==> src/design/cpm_pkg.sv <==
// ----------------------------------------------------------------------------
// cpm_pkg
// Shared types, constants and offset helpers for the cycling power
// measurement parser.
// ----------------------------------------------------------------------------
`default_nettype none

package cpm_pkg;

  // Byte position counter and packet length widths
  localparam int unsigned POS_W = 5;
  localparam int unsigned LEN_W = POS_W + 1;
  localparam logic [POS_W-1:0] POS_MAX = '1;

  // Flag bits of the measurement flags word
  localparam int unsigned FLAG_BALANCE_BIT = 0;
  localparam int unsigned FLAG_TORQUE_BIT  = 2;
  localparam int unsigned FLAG_WHEEL_BIT   = 4;
  localparam int unsigned FLAG_CRANK_BIT   = 5;

  // Field lengths in bytes
  localparam logic [LEN_W-1:0] HEADER_LEN  = LEN_W'(4);
  localparam logic [LEN_W-1:0] BALANCE_LEN = LEN_W'(1);
  localparam logic [LEN_W-1:0] TORQUE_LEN  = LEN_W'(2);
  localparam logic [LEN_W-1:0] WHEEL_LEN   = LEN_W'(6);
  localparam logic [LEN_W-1:0] CRANK_LEN   = LEN_W'(4);

  // Result status codes
  typedef enum logic [1:0] {
    STATUS_OK          = 2'd0,
    STATUS_SHORT       = 2'd1,
    STATUS_WHEEL_TRUNC = 2'd2,
    STATUS_CRANK_TRUNC = 2'd3
  } status_t;

  // Byte write request towards the field store
  typedef struct packed {
    logic             we;
    logic [POS_W-1:0] pos;
    logic [7:0]       data;
  } cpm_capture_t;

  // Assembled little-endian field words
  typedef struct packed {
    logic [15:0] flags;
    logic [15:0] power;
    logic [31:0] wheel_count;
    logic [15:0] wheel_time;
    logic [15:0] crank_count;
    logic [15:0] crank_time;
  } cpm_words_t;

  // Byte offset of the wheel revolution data
  function automatic logic [LEN_W-1:0] wheel_offset(input logic [15:0] flags);
    logic [LEN_W-1:0] off;
    off = HEADER_LEN;
    if (flags[FLAG_BALANCE_BIT]) off = off + BALANCE_LEN;
    if (flags[FLAG_TORQUE_BIT])  off = off + TORQUE_LEN;
    return off;
  endfunction

  // Byte offset of the crank revolution data
  function automatic logic [LEN_W-1:0] crank_offset(input logic [15:0] flags);
    logic [LEN_W-1:0] off;
    off = wheel_offset(flags);
    if (flags[FLAG_WHEEL_BIT]) off = off + WHEEL_LEN;
    return off;
  endfunction

endpackage

`default_nettype wire

==> src/design/cpm_in_if.sv <==
// ----------------------------------------------------------------------------
// cpm_in_if
// Byte stream channel: one notification byte per transfer, last-byte mark.
// ----------------------------------------------------------------------------
`default_nettype none

interface cpm_in_if;
  logic       valid;
  logic       ready;
  logic [7:0] data_byte;
  logic       last_byte;

  modport source (output valid, output data_byte, output last_byte, input ready);
  modport sink   (input valid, input data_byte, input last_byte, output ready);
  modport monitor (input valid, input data_byte, input last_byte, input ready);
endinterface

`default_nettype wire

==> src/design/cpm_out_if.sv <==
// ----------------------------------------------------------------------------
// cpm_out_if
// Record channel: one parsed measurement record per transfer.
// ----------------------------------------------------------------------------
`default_nettype none

interface cpm_out_if;
  logic        valid;
  logic        ready;
  logic [1:0]  status;
  logic [14:0] power_watts;
  logic        wheel_present;
  logic [31:0] wheel_revolutions;
  logic [14:0] wheel_event_time;
  logic        crank_present;
  logic [15:0] crank_revolutions;
  logic [15:0] crank_event_time;

  modport source (
    output valid, output status, output power_watts,
    output wheel_present, output wheel_revolutions, output wheel_event_time,
    output crank_present, output crank_revolutions, output crank_event_time,
    input ready
  );
  modport sink (
    input valid, input status, input power_watts,
    input wheel_present, input wheel_revolutions, input wheel_event_time,
    input crank_present, input crank_revolutions, input crank_event_time,
    output ready
  );
  modport monitor (
    input valid, input status, input power_watts,
    input wheel_present, input wheel_revolutions, input wheel_event_time,
    input crank_present, input crank_revolutions, input crank_event_time,
    input ready
  );
endinterface

`default_nettype wire

==> src/design/cycling_power_measurement_parser.sv <==
// ----------------------------------------------------------------------------
// cycling_power_measurement_parser
// Parses a cycling power measurement notification byte by byte and emits
// one record with status on the last byte.
// ----------------------------------------------------------------------------
//  channel   dir  handshake          payload
//  in_chan   in   valid/ready        data_byte, last_byte
//  out_chan  out  valid/ready        status, power, wheel and crank fields
//  cfg_*     in   cfg_we (no ready)  cfg_wdata = enable
//
//  One byte is taken per cycle; the record for a last byte appears on
//  out_chan in the next cycle. The byte path is a single register stage:
//  position counter and field words on one side, the record register on
//  the other. in_chan stalls only while a record waits and out_chan.ready
//  is low. Synchronous reset clears enable, position and the record valid.
// ----------------------------------------------------------------------------
`default_nettype none

module cycling_power_measurement_parser
  import cpm_pkg::*;
(
  input  wire logic  clk,
  input  wire logic  rst_n,
  input  wire logic  cfg_we,
  input  wire logic  cfg_wdata,
  cpm_in_if.sink     in_chan,
  cpm_out_if.source  out_chan
);

  logic             enable_r;
  logic [POS_W-1:0] pos_r;
  logic [POS_W-1:0] pos_nxt;
  logic             in_ready;
  logic             in_xfer;
  logic             emit;
  cpm_capture_t     cap;
  cpm_words_t       words_nxt;
  logic [LEN_W-1:0] len;

  status_t          status_nxt;
  logic [14:0]      power_nxt;
  logic             wheel_ok;
  logic             crank_ok;

  logic             out_valid_r;
  status_t          status_r;
  logic [14:0]      power_r;
  logic             wheel_present_r;
  logic [31:0]      wheel_count_r;
  logic [14:0]      wheel_time_r;
  logic             crank_present_r;
  logic [15:0]      crank_count_r;
  logic [15:0]      crank_time_r;

  // Accept while the record register is free or being drained
  assign in_ready      = !out_valid_r || out_chan.ready;
  assign in_chan.ready = in_ready;
  assign in_xfer       = in_chan.valid && in_ready;
  assign emit          = in_xfer && enable_r && in_chan.last_byte;

  assign cap.we   = in_xfer && enable_r;
  assign cap.pos  = pos_r;
  assign cap.data = in_chan.data_byte;

  cpm_fields u_fields (
    .clk       (clk),
    .rst_n     (rst_n),
    .cap       (cap),
    .words_nxt (words_nxt)
  );

  // Advance the byte position, saturating; restart on last byte or disable
  always_comb begin
    pos_nxt = pos_r;
    if (in_xfer) begin
      if (!enable_r || in_chan.last_byte) begin
        pos_nxt = '0;
      end else if (pos_r != POS_MAX) begin
        pos_nxt = pos_r + POS_W'(1);
      end
    end
  end

  // Judge completeness of the packet from its length and flags
  always_comb begin
    len        = LEN_W'(pos_r) + LEN_W'(1);
    status_nxt = STATUS_OK;
    wheel_ok   = 1'b0;
    crank_ok   = 1'b0;
    if (len < HEADER_LEN) begin
      status_nxt = STATUS_SHORT;
    end else if (words_nxt.flags[FLAG_WHEEL_BIT] &&
                 ((wheel_offset(words_nxt.flags) + WHEEL_LEN) > len)) begin
      status_nxt = STATUS_WHEEL_TRUNC;
    end else begin
      wheel_ok = words_nxt.flags[FLAG_WHEEL_BIT];
      if (words_nxt.flags[FLAG_CRANK_BIT] &&
          ((crank_offset(words_nxt.flags) + CRANK_LEN) > len)) begin
        status_nxt = STATUS_CRANK_TRUNC;
      end else begin
        crank_ok = words_nxt.flags[FLAG_CRANK_BIT];
      end
    end
    // Clamp negative power to zero; power is also zero unless the status is OK
    power_nxt = '0;
    if (status_nxt == STATUS_OK && !words_nxt.power[15]) begin
      power_nxt = words_nxt.power[14:0];
    end
  end

  // Hold control state: enable, position, record valid
  always_ff @(posedge clk) begin
    if (!rst_n) begin
      enable_r    <= 1'b0;
      pos_r       <= '0;
      out_valid_r <= 1'b0;
    end else begin
      if (cfg_we) begin
        enable_r <= cfg_wdata;
      end
      pos_r <= pos_nxt;
      if (emit) begin
        out_valid_r <= 1'b1;
      end else if (out_chan.ready) begin
        out_valid_r <= 1'b0;
      end
    end
  end

  // Load the record register
  always_ff @(posedge clk) begin
    if (emit) begin
      status_r        <= status_nxt;
      power_r         <= power_nxt;
      wheel_present_r <= wheel_ok;
      wheel_count_r   <= wheel_ok ? words_nxt.wheel_count : '0;
      wheel_time_r    <= wheel_ok ? words_nxt.wheel_time[15:1] : '0;
      crank_present_r <= crank_ok;
      crank_count_r   <= crank_ok ? words_nxt.crank_count : '0;
      crank_time_r    <= crank_ok ? words_nxt.crank_time : '0;
    end
  end

  assign out_chan.valid             = out_valid_r;
  assign out_chan.status            = status_r;
  assign out_chan.power_watts       = power_r;
  assign out_chan.wheel_present     = wheel_present_r;
  assign out_chan.wheel_revolutions = wheel_count_r;
  assign out_chan.wheel_event_time  = wheel_time_r;
  assign out_chan.crank_present     = crank_present_r;
  assign out_chan.crank_revolutions = crank_count_r;
  assign out_chan.crank_event_time  = crank_time_r;

endmodule

`default_nettype wire

==> src/design/cpm_fields.sv <==
// ----------------------------------------------------------------------------
// cpm_fields
// Field store: steers each payload byte into the flags, power, wheel and
// crank words by its position and the flags already received.
// ----------------------------------------------------------------------------
`default_nettype none

module cpm_fields
  import cpm_pkg::*;
(
  input  wire logic         clk,
  input  wire logic         rst_n,
  input  wire cpm_capture_t cap,
  output cpm_words_t        words_nxt
);

  cpm_words_t       words_r;
  logic [LEN_W-1:0] pos_ext;
  logic [LEN_W-1:0] wheel_off;
  logic [LEN_W-1:0] crank_off;
  logic [LEN_W-1:0] wheel_idx;
  logic [LEN_W-1:0] crank_idx;
  logic             in_wheel;
  logic             in_crank;

  // Locate the byte within the optional sections
  always_comb begin
    pos_ext   = LEN_W'(cap.pos);
    wheel_off = wheel_offset(words_r.flags);
    crank_off = crank_offset(words_r.flags);
    wheel_idx = pos_ext - wheel_off;
    crank_idx = pos_ext - crank_off;
    in_wheel  = words_r.flags[FLAG_WHEEL_BIT] && (pos_ext >= wheel_off) &&
                (pos_ext < (wheel_off + WHEEL_LEN));
    in_crank  = words_r.flags[FLAG_CRANK_BIT] && (pos_ext >= crank_off) &&
                (pos_ext < (crank_off + CRANK_LEN));
  end

  // Merge the byte into its word
  always_comb begin
    words_nxt = words_r;
    if (cap.we) begin
      if (pos_ext < LEN_W'(2)) begin
        words_nxt.flags[{cap.pos[0], 3'b000} +: 8] = cap.data;
      end else if (pos_ext < HEADER_LEN) begin
        words_nxt.power[{cap.pos[0], 3'b000} +: 8] = cap.data;
      end else begin
        if (in_wheel) begin
          if (wheel_idx < LEN_W'(4)) begin
            words_nxt.wheel_count[{wheel_idx[1:0], 3'b000} +: 8] = cap.data;
          end else begin
            words_nxt.wheel_time[{wheel_idx[0], 3'b000} +: 8] = cap.data;
          end
        end
        if (in_crank) begin
          if (crank_idx < LEN_W'(2)) begin
            words_nxt.crank_count[{crank_idx[0], 3'b000} +: 8] = cap.data;
          end else begin
            words_nxt.crank_time[{crank_idx[0], 3'b000} +: 8] = cap.data;
          end
        end
      end
    end
  end

  // Hold the field words
  always_ff @(posedge clk) begin
    if (!rst_n) begin
      words_r <= '0;
    end else begin
      words_r <= words_nxt;
    end
  end

endmodule

`default_nettype wire

==> src/flat_wrapper.sv <==
// flat-port wrapper written by rule: the top's interface ports become plain ports
module cycling_power_measurement_parser_flat import cpm_pkg::*;
  (clk, rst_n, cfg_we, cfg_wdata, in_chan_valid, in_chan_data_byte, in_chan_last_byte, in_chan_ready, out_chan_valid, out_chan_status, out_chan_power_watts, out_chan_wheel_present, out_chan_wheel_revolutions, out_chan_wheel_event_time, out_chan_crank_present, out_chan_crank_revolutions, out_chan_crank_event_time, out_chan_ready);
  cpm_in_if in_chan_i ();
  cpm_out_if out_chan_i ();
  input  wire logic clk;
  input  wire logic rst_n;
  input  wire logic cfg_we;
  input  wire logic cfg_wdata;
  input wire logic [$bits(in_chan_i.valid)-1:0] in_chan_valid;
  input wire logic [$bits(in_chan_i.data_byte)-1:0] in_chan_data_byte;
  input wire logic [$bits(in_chan_i.last_byte)-1:0] in_chan_last_byte;
  output wire logic [$bits(in_chan_i.ready)-1:0] in_chan_ready;
  output wire logic [$bits(out_chan_i.valid)-1:0] out_chan_valid;
  output wire logic [$bits(out_chan_i.status)-1:0] out_chan_status;
  output wire logic [$bits(out_chan_i.power_watts)-1:0] out_chan_power_watts;
  output wire logic [$bits(out_chan_i.wheel_present)-1:0] out_chan_wheel_present;
  output wire logic [$bits(out_chan_i.wheel_revolutions)-1:0] out_chan_wheel_revolutions;
  output wire logic [$bits(out_chan_i.wheel_event_time)-1:0] out_chan_wheel_event_time;
  output wire logic [$bits(out_chan_i.crank_present)-1:0] out_chan_crank_present;
  output wire logic [$bits(out_chan_i.crank_revolutions)-1:0] out_chan_crank_revolutions;
  output wire logic [$bits(out_chan_i.crank_event_time)-1:0] out_chan_crank_event_time;
  input wire logic [$bits(out_chan_i.ready)-1:0] out_chan_ready;
  assign in_chan_i.valid = in_chan_valid;
  assign in_chan_i.data_byte = in_chan_data_byte;
  assign in_chan_i.last_byte = in_chan_last_byte;
  assign in_chan_ready = in_chan_i.ready;
  assign out_chan_valid = out_chan_i.valid;
  assign out_chan_status = out_chan_i.status;
  assign out_chan_power_watts = out_chan_i.power_watts;
  assign out_chan_wheel_present = out_chan_i.wheel_present;
  assign out_chan_wheel_revolutions = out_chan_i.wheel_revolutions;
  assign out_chan_wheel_event_time = out_chan_i.wheel_event_time;
  assign out_chan_crank_present = out_chan_i.crank_present;
  assign out_chan_crank_revolutions = out_chan_i.crank_revolutions;
  assign out_chan_crank_event_time = out_chan_i.crank_event_time;
  assign out_chan_i.ready = out_chan_ready;
  cycling_power_measurement_parser u_core (.clk(clk), .rst_n(rst_n), .cfg_we(cfg_we), .cfg_wdata(cfg_wdata), .in_chan(in_chan_i), .out_chan(out_chan_i));
endmodule
==> config.mk <==
export PLATFORM = sky130hd
export DESIGN_NAME = cycling_power_measurement_parser_flat
export DESIGN_NICKNAME = d
export VERILOG_FILES = /design/src/design/cpm_pkg.sv /design/src/design/cpm_in_if.sv /design/src/design/cpm_out_if.sv /design/src/design/cycling_power_measurement_parser.sv /design/src/design/cpm_fields.sv /design/src/flat_wrapper.sv
export SDC_FILE = /design/constraint.sdc
export NUM_CORES = 1
export LEC_CHECK = 0
export BUFFER_PORTS_ARGS = -buffer_cell sky130_fd_sc_hd__buf_2
export CAP_MARGIN = 20
export CORE_MARGIN = 2
export CORE_UTILIZATION = 56
export DETAILED_ROUTE_END_ITERATION = 12
export PLACE_DENSITY = 0.83
export SLEW_MARGIN = 10
export SYNTH_ARGS = -nofsm -noshare
export SYNTH_HDL_FRONTEND = slang
export SYNTH_HIERARCHICAL = 1
export SYNTH_SLANG_ARGS = --single-unit
==> constraint.sdc <==
create_clock -name clk -period 6.7 [get_ports clk]
set_input_delay 1.34 -clock clk [delete_from_list [all_inputs] [get_ports clk]]
set_output_delay 1.34 -clock clk [all_outputs]
set_load 0.02 [all_outputs]
### Word-level counts from Yosys, hierarchy flattened

Cells that the tools add are included.

* $add $sub $neg: 16
* mux-type cells: 44
* order comparisons: 11
* shift operators: 8
* equal/unequal tests: 1
* bitwise operators: 3
* reduce and logical (&&, ||, !) cells: 21

Operators with widths (count)
* 102-bit 2-to-1 mux: 1
* 96-bit 2-to-1 mux: 1
* 6-bit 2-to-1 mux: 14
* 16-bit bitwise mux: 5
* 80-bit 2-to-1 mux: 1
* 16-bit 2-to-1 mux: 4
* 32-bit 2-to-1 mux: 2
* 48-bit 2-to-1 mux: 1
* 8-bit by 6-bit variable shift with 16-bit output (first input constant): 3
* 8-bit by 6-bit indexed part select with 16-bit output: 3
* 32-bit bitwise mux: 1
* 8-bit by 7-bit variable shift with 32-bit output (first input constant): 1
* 8-bit by 7-bit indexed part select with 32-bit output: 1
* 6-bit by 3-bit adder with 6-bit output (second input constant): 5
* 4-bit negation with 6-bit output: 3
* 6-bit by 2-bit adder with 6-bit output (second input constant): 2
* 5-bit by 6-bit greater-or-equal comparator with 1-bit output: 2
* 6-bit > comparator: 2
* 5-bit by 6-bit less-than comparator with 1-bit output: 2
* 6-bit by 3-bit less-than comparator with 1-bit output (second input constant): 2
* 5-bit by 6-bit subtractor with 6-bit output: 2
* 1-bit logical AND: 10
* 5-bit 2-to-1 mux: 2
* 1-bit 2-to-1 mux: 9
* other kinds (16): 25

* input port bits: 15
* register bits after elaboration: 217
* word-level logic and storage cells: 123
* output and inout bits: 100

### Logic depth before layout (Yosys ltp)

* word-level depth: 40
* depth in mapped cells: 14
* gate-level depth less buffers: 13

### By module

Netlist, hierarchy kept.

By module, submodules not included
* cpm_fields: area each 6261.0 um2, sequential area each 2242.2 um2, cells each 651, times used 1
* cycling_power_measurement_parser: area each 4591.9 um2, sequential area each 3083.0 um2, cells each 338, times used 1

### Least setup slack after synthesis

OpenSTA, ideal clock, no wires.

* path type: input to register
* start: in out_chan_ready
* end: reg u_core.crank_time_r[10] (netlist: u_core/out_chan.crank_event_time[10]) (data pin)
* path slack: 2.362 ns
* required time: 6.432 ns
* stages: 13
* setup time: 0.268 ns
* arrival time: 4.070 ns
* buffers on the path: 1
* cells stage by stage: nand2b_1 -> and3_1 -> nand4_1 -> mux2_2 -> ha_1 -> inv_1 -> ha_1 -> nand3_1 -> nor2_1 -> a21bo_2 -> a21boi_2 -> buf_4 -> nor3_1

RTL lines
* start, declared: line flat_wrapper.sv:23 `input wire logic [$bits(out_chan_i.ready)-1:0] out_chan_ready;`
* end signal, assigned: line cycling_power_measurement_parser.sv:140 `crank_time_r <= crank_ok ? words_nxt.crank_time : '0;`
* end, declared: line cycling_power_measurement_parser.sv:53 `logic [15:0] crank_time_r;`

==> out/metrics.yaml <==
pwr:
  p_int_uw: 1950
  p_sw_share_pct: 22.8
  switchingPower_uw: 575
  pwr-share-comb_pct: 5.1
  seq_power_share_pct: 52.1
  total_leakage_power_uw: 0.00412
  p_clk_share_pct: 42.7
  power_density_nw_per_um2: 217
  finalPower_uw: 2520
  peakVddDrop_mv: 0.167
route:
  via_count: 7281
  vias_per_cell: 5.76
  wl_per_cell_um: 18.1
  ant_nets: 0
  wl_mm: 22.9
  drc: 0
  initialDrtViolationCount: 444
  firstDrtPassIters: 5
sta:
  slew_headroom_pct: 27.1
  fin_skew_ps: 24.0
  worst_pin_slew_ps: 1090
  period_needed_ps: 4050
  setup_viol: 0
  period_share_pct: 60.4
  setup_ws_ps: 2650
  rsz0062_at_grt: "no"
  final_max_slew_viol_count: 0
  whs_ps: 456
  tns_ps: 0
  max_freq_ghz: 0.247
  hold_viol_final: 0
floorplan:
  die_x_um: 140
  coreArea_sq_um: 18000
  rows: 49
  start_util_pct: 57.4
  io_pins: 115
  die_area_sq_um: 19600
  die_y_um: 140
setup_path:
  worst_ep_arrival_time_ps: 4250
  critPathLaunchType: "input pin"
  timing.rr.start: "u_core/pos_r[0]"
  ff2ff_setup_slack_ps: 2690
  worstPathMaxFanout: 16
  r2r_cells: 8
  end_kind: "register"
  worstPathRequired_ps: 6900
  startpoint: "out_chan_ready"
  critical-path-slowest-cell: "a21oi_4"
  path_class: "in2reg"
  crit_chain: "buf_2, nand2b_1, and3_1, nand4_1, mux2_2, ha_1, inv_1, ha_1, nand3b_1, a21oi_1, a32oi_4, a21oi_4, nor4b_1"
  max_stage_delay_ps: 530
  crit_top_cell: "ha_1"
global_routing:
  grt-ovfl-total: 0
  grt_pass1_wl_mm: 36.5
  grt_pass1_vias: 7079
  grt_use_total_pct: 22.9
  grt_max_degree: 88
  antenna_found_initial: 0
clock_network:
  htree_levels: 1
  numCtsBuffers: 21
  cts_setup_buffers: 0
  ctsRootBufferMaster: "clkbuf_16"
  post_cts_resized: 0
  clock_sinks: 204
  clkSlewWorstSetupHoldPaths_ps: 60
  clk_latency_ps: 500
  cts_hold_buf: 0
  cts.path.max_buffers: 3
  cts_tree: "built"
worst_hold_path:
  min_from: "u_core/u_fields/words_r[51]"
  min_path_type: "reg2reg"
  holdPathStages: 2
final_layout:
  nFillCells: 1431
  antenna_cells: 0
  syn2layout_area_growth_pct: 12.3
  layout-drive-gt1-share_pct: 25.9
  fin_nets: 1064
flow_run:
  drv_cap: 0
synth:
  syn-cell-area_sq_um: 10300
  synth_warnings: 6
  syn_avg_cell_area_sq_um: 10.9
  syn_inst: 948
  synthesis.nets: 991
place:
  gp_congestion: 0.864
  dp_hpwl_mm: 14.1
  dpl_worst_slack_ps: 2110
  numPortBuffers: 114
outcome:
  status: "finished clean"
[layout make-up]
class | count | area (sq um) | share of cell area (%)
Clock buffer | 29 | 576 | 4.95
Clock inverter | 9 | 53.8 | 0.463
Inverter | 43 | 163 | 1.40
Multi-Input combinational cell | 625 | 4810 | 41.4
Sequential cell | 204 | 5060 | 43.6
Tap cell | 229 | 287 | 2.47
Timing Repair Buffer | 126 | 671 | 5.77
[cells in the final DEF, fill, tap and decap left out, types with 6 or more instances in the layout]
cell and count:
clkbuf_1 6, nor4b_2 9, nand2b_1 6, buf_4 12
nand4_1 11, nor3_1 37, mux2_2 69, and2_1 67
edfxtp_1 98, mux2_4 9, nand3_1 28, nor2b_1 9
inv_1 41, mux2i_1 102, and3_1 14, ha_1 25
o21ai_0 6, nor4b_1 6, nand2_1 151, nor2_1 9
buf_2 113, dfxtp_1 106, clkinv_2 7, clkbuf_16 21
[power groups by stage]
stage / clock network (uW) / registers (uW) / logic [uW]
2_1_floorplan: 0 / 1360 / 72.1
3_3_place_gp: 0 / 1340 / 126
3_5_place_dp: 0 / 1340 / 129
4_1_cts: 1100 / 1320 / 129
5_1_grt: 1150 / 1320 / 140
6_report: 1080 / 1320 / 129
[sequential cells by signal (all words and copies together), names as in the netlist, 2 cells and up]
name and cells:
u_core/out_chan.crank_event_time 16, u_core/out_chan.crank_revolutions 16, u_core/out_chan.power_watts 15, u_core/out_chan.status 2, u_core/out_chan.wheel_event_time 15, u_core/out_chan.wheel_revolutions 32
u_core/pos_r 5, u_core/u_fields/words_r 99
[critical path, delay by kind of cell]
family / cells / cell delay [ps]
AO/OA/AOI/OAI: 3 / 910
buffers and inverters: 2 / 130
AND/OR/NAND/NOR: 5 / 870
multiplexers: 1 / 420
adder cells (fa/ha/maj): 2 / 560
[path summary, 6_finish.rpt]
kind                                                        endpoint
worst max-delay path                  u_core/out_chan.power_watts[1]
worst max register to register  u_core/out_chan.crank_revolutions[1]
worst min-delay path                     u_core/u_fields/words_r[51]
worst min register to register           u_core/u_fields/words_r[51]
[stage by stage]
step / instance area, sq um / utilization (%) / instances
after global placement: 11000 / 60.9 / 1226
after global routing: 11600 / 64.5 / 1265
final: 11600 / 64.5 / 1265
after CTS: 11600 / 64.4 / 1264
after floorplan: 10300 / - / 948
after detailed placement: 11000 / 60.9 / 1226
[layer usage]
metal	vias to the layer above	GRT usage (%)	part of all wire, %
li1	3456	-	-
met2	223	40.7	51
met4	0	7.00	2.3
met3	37	3.08	4.9
met1	3565	29.0	42
met5	-	0	0
(Power assumes the default switching activity.)
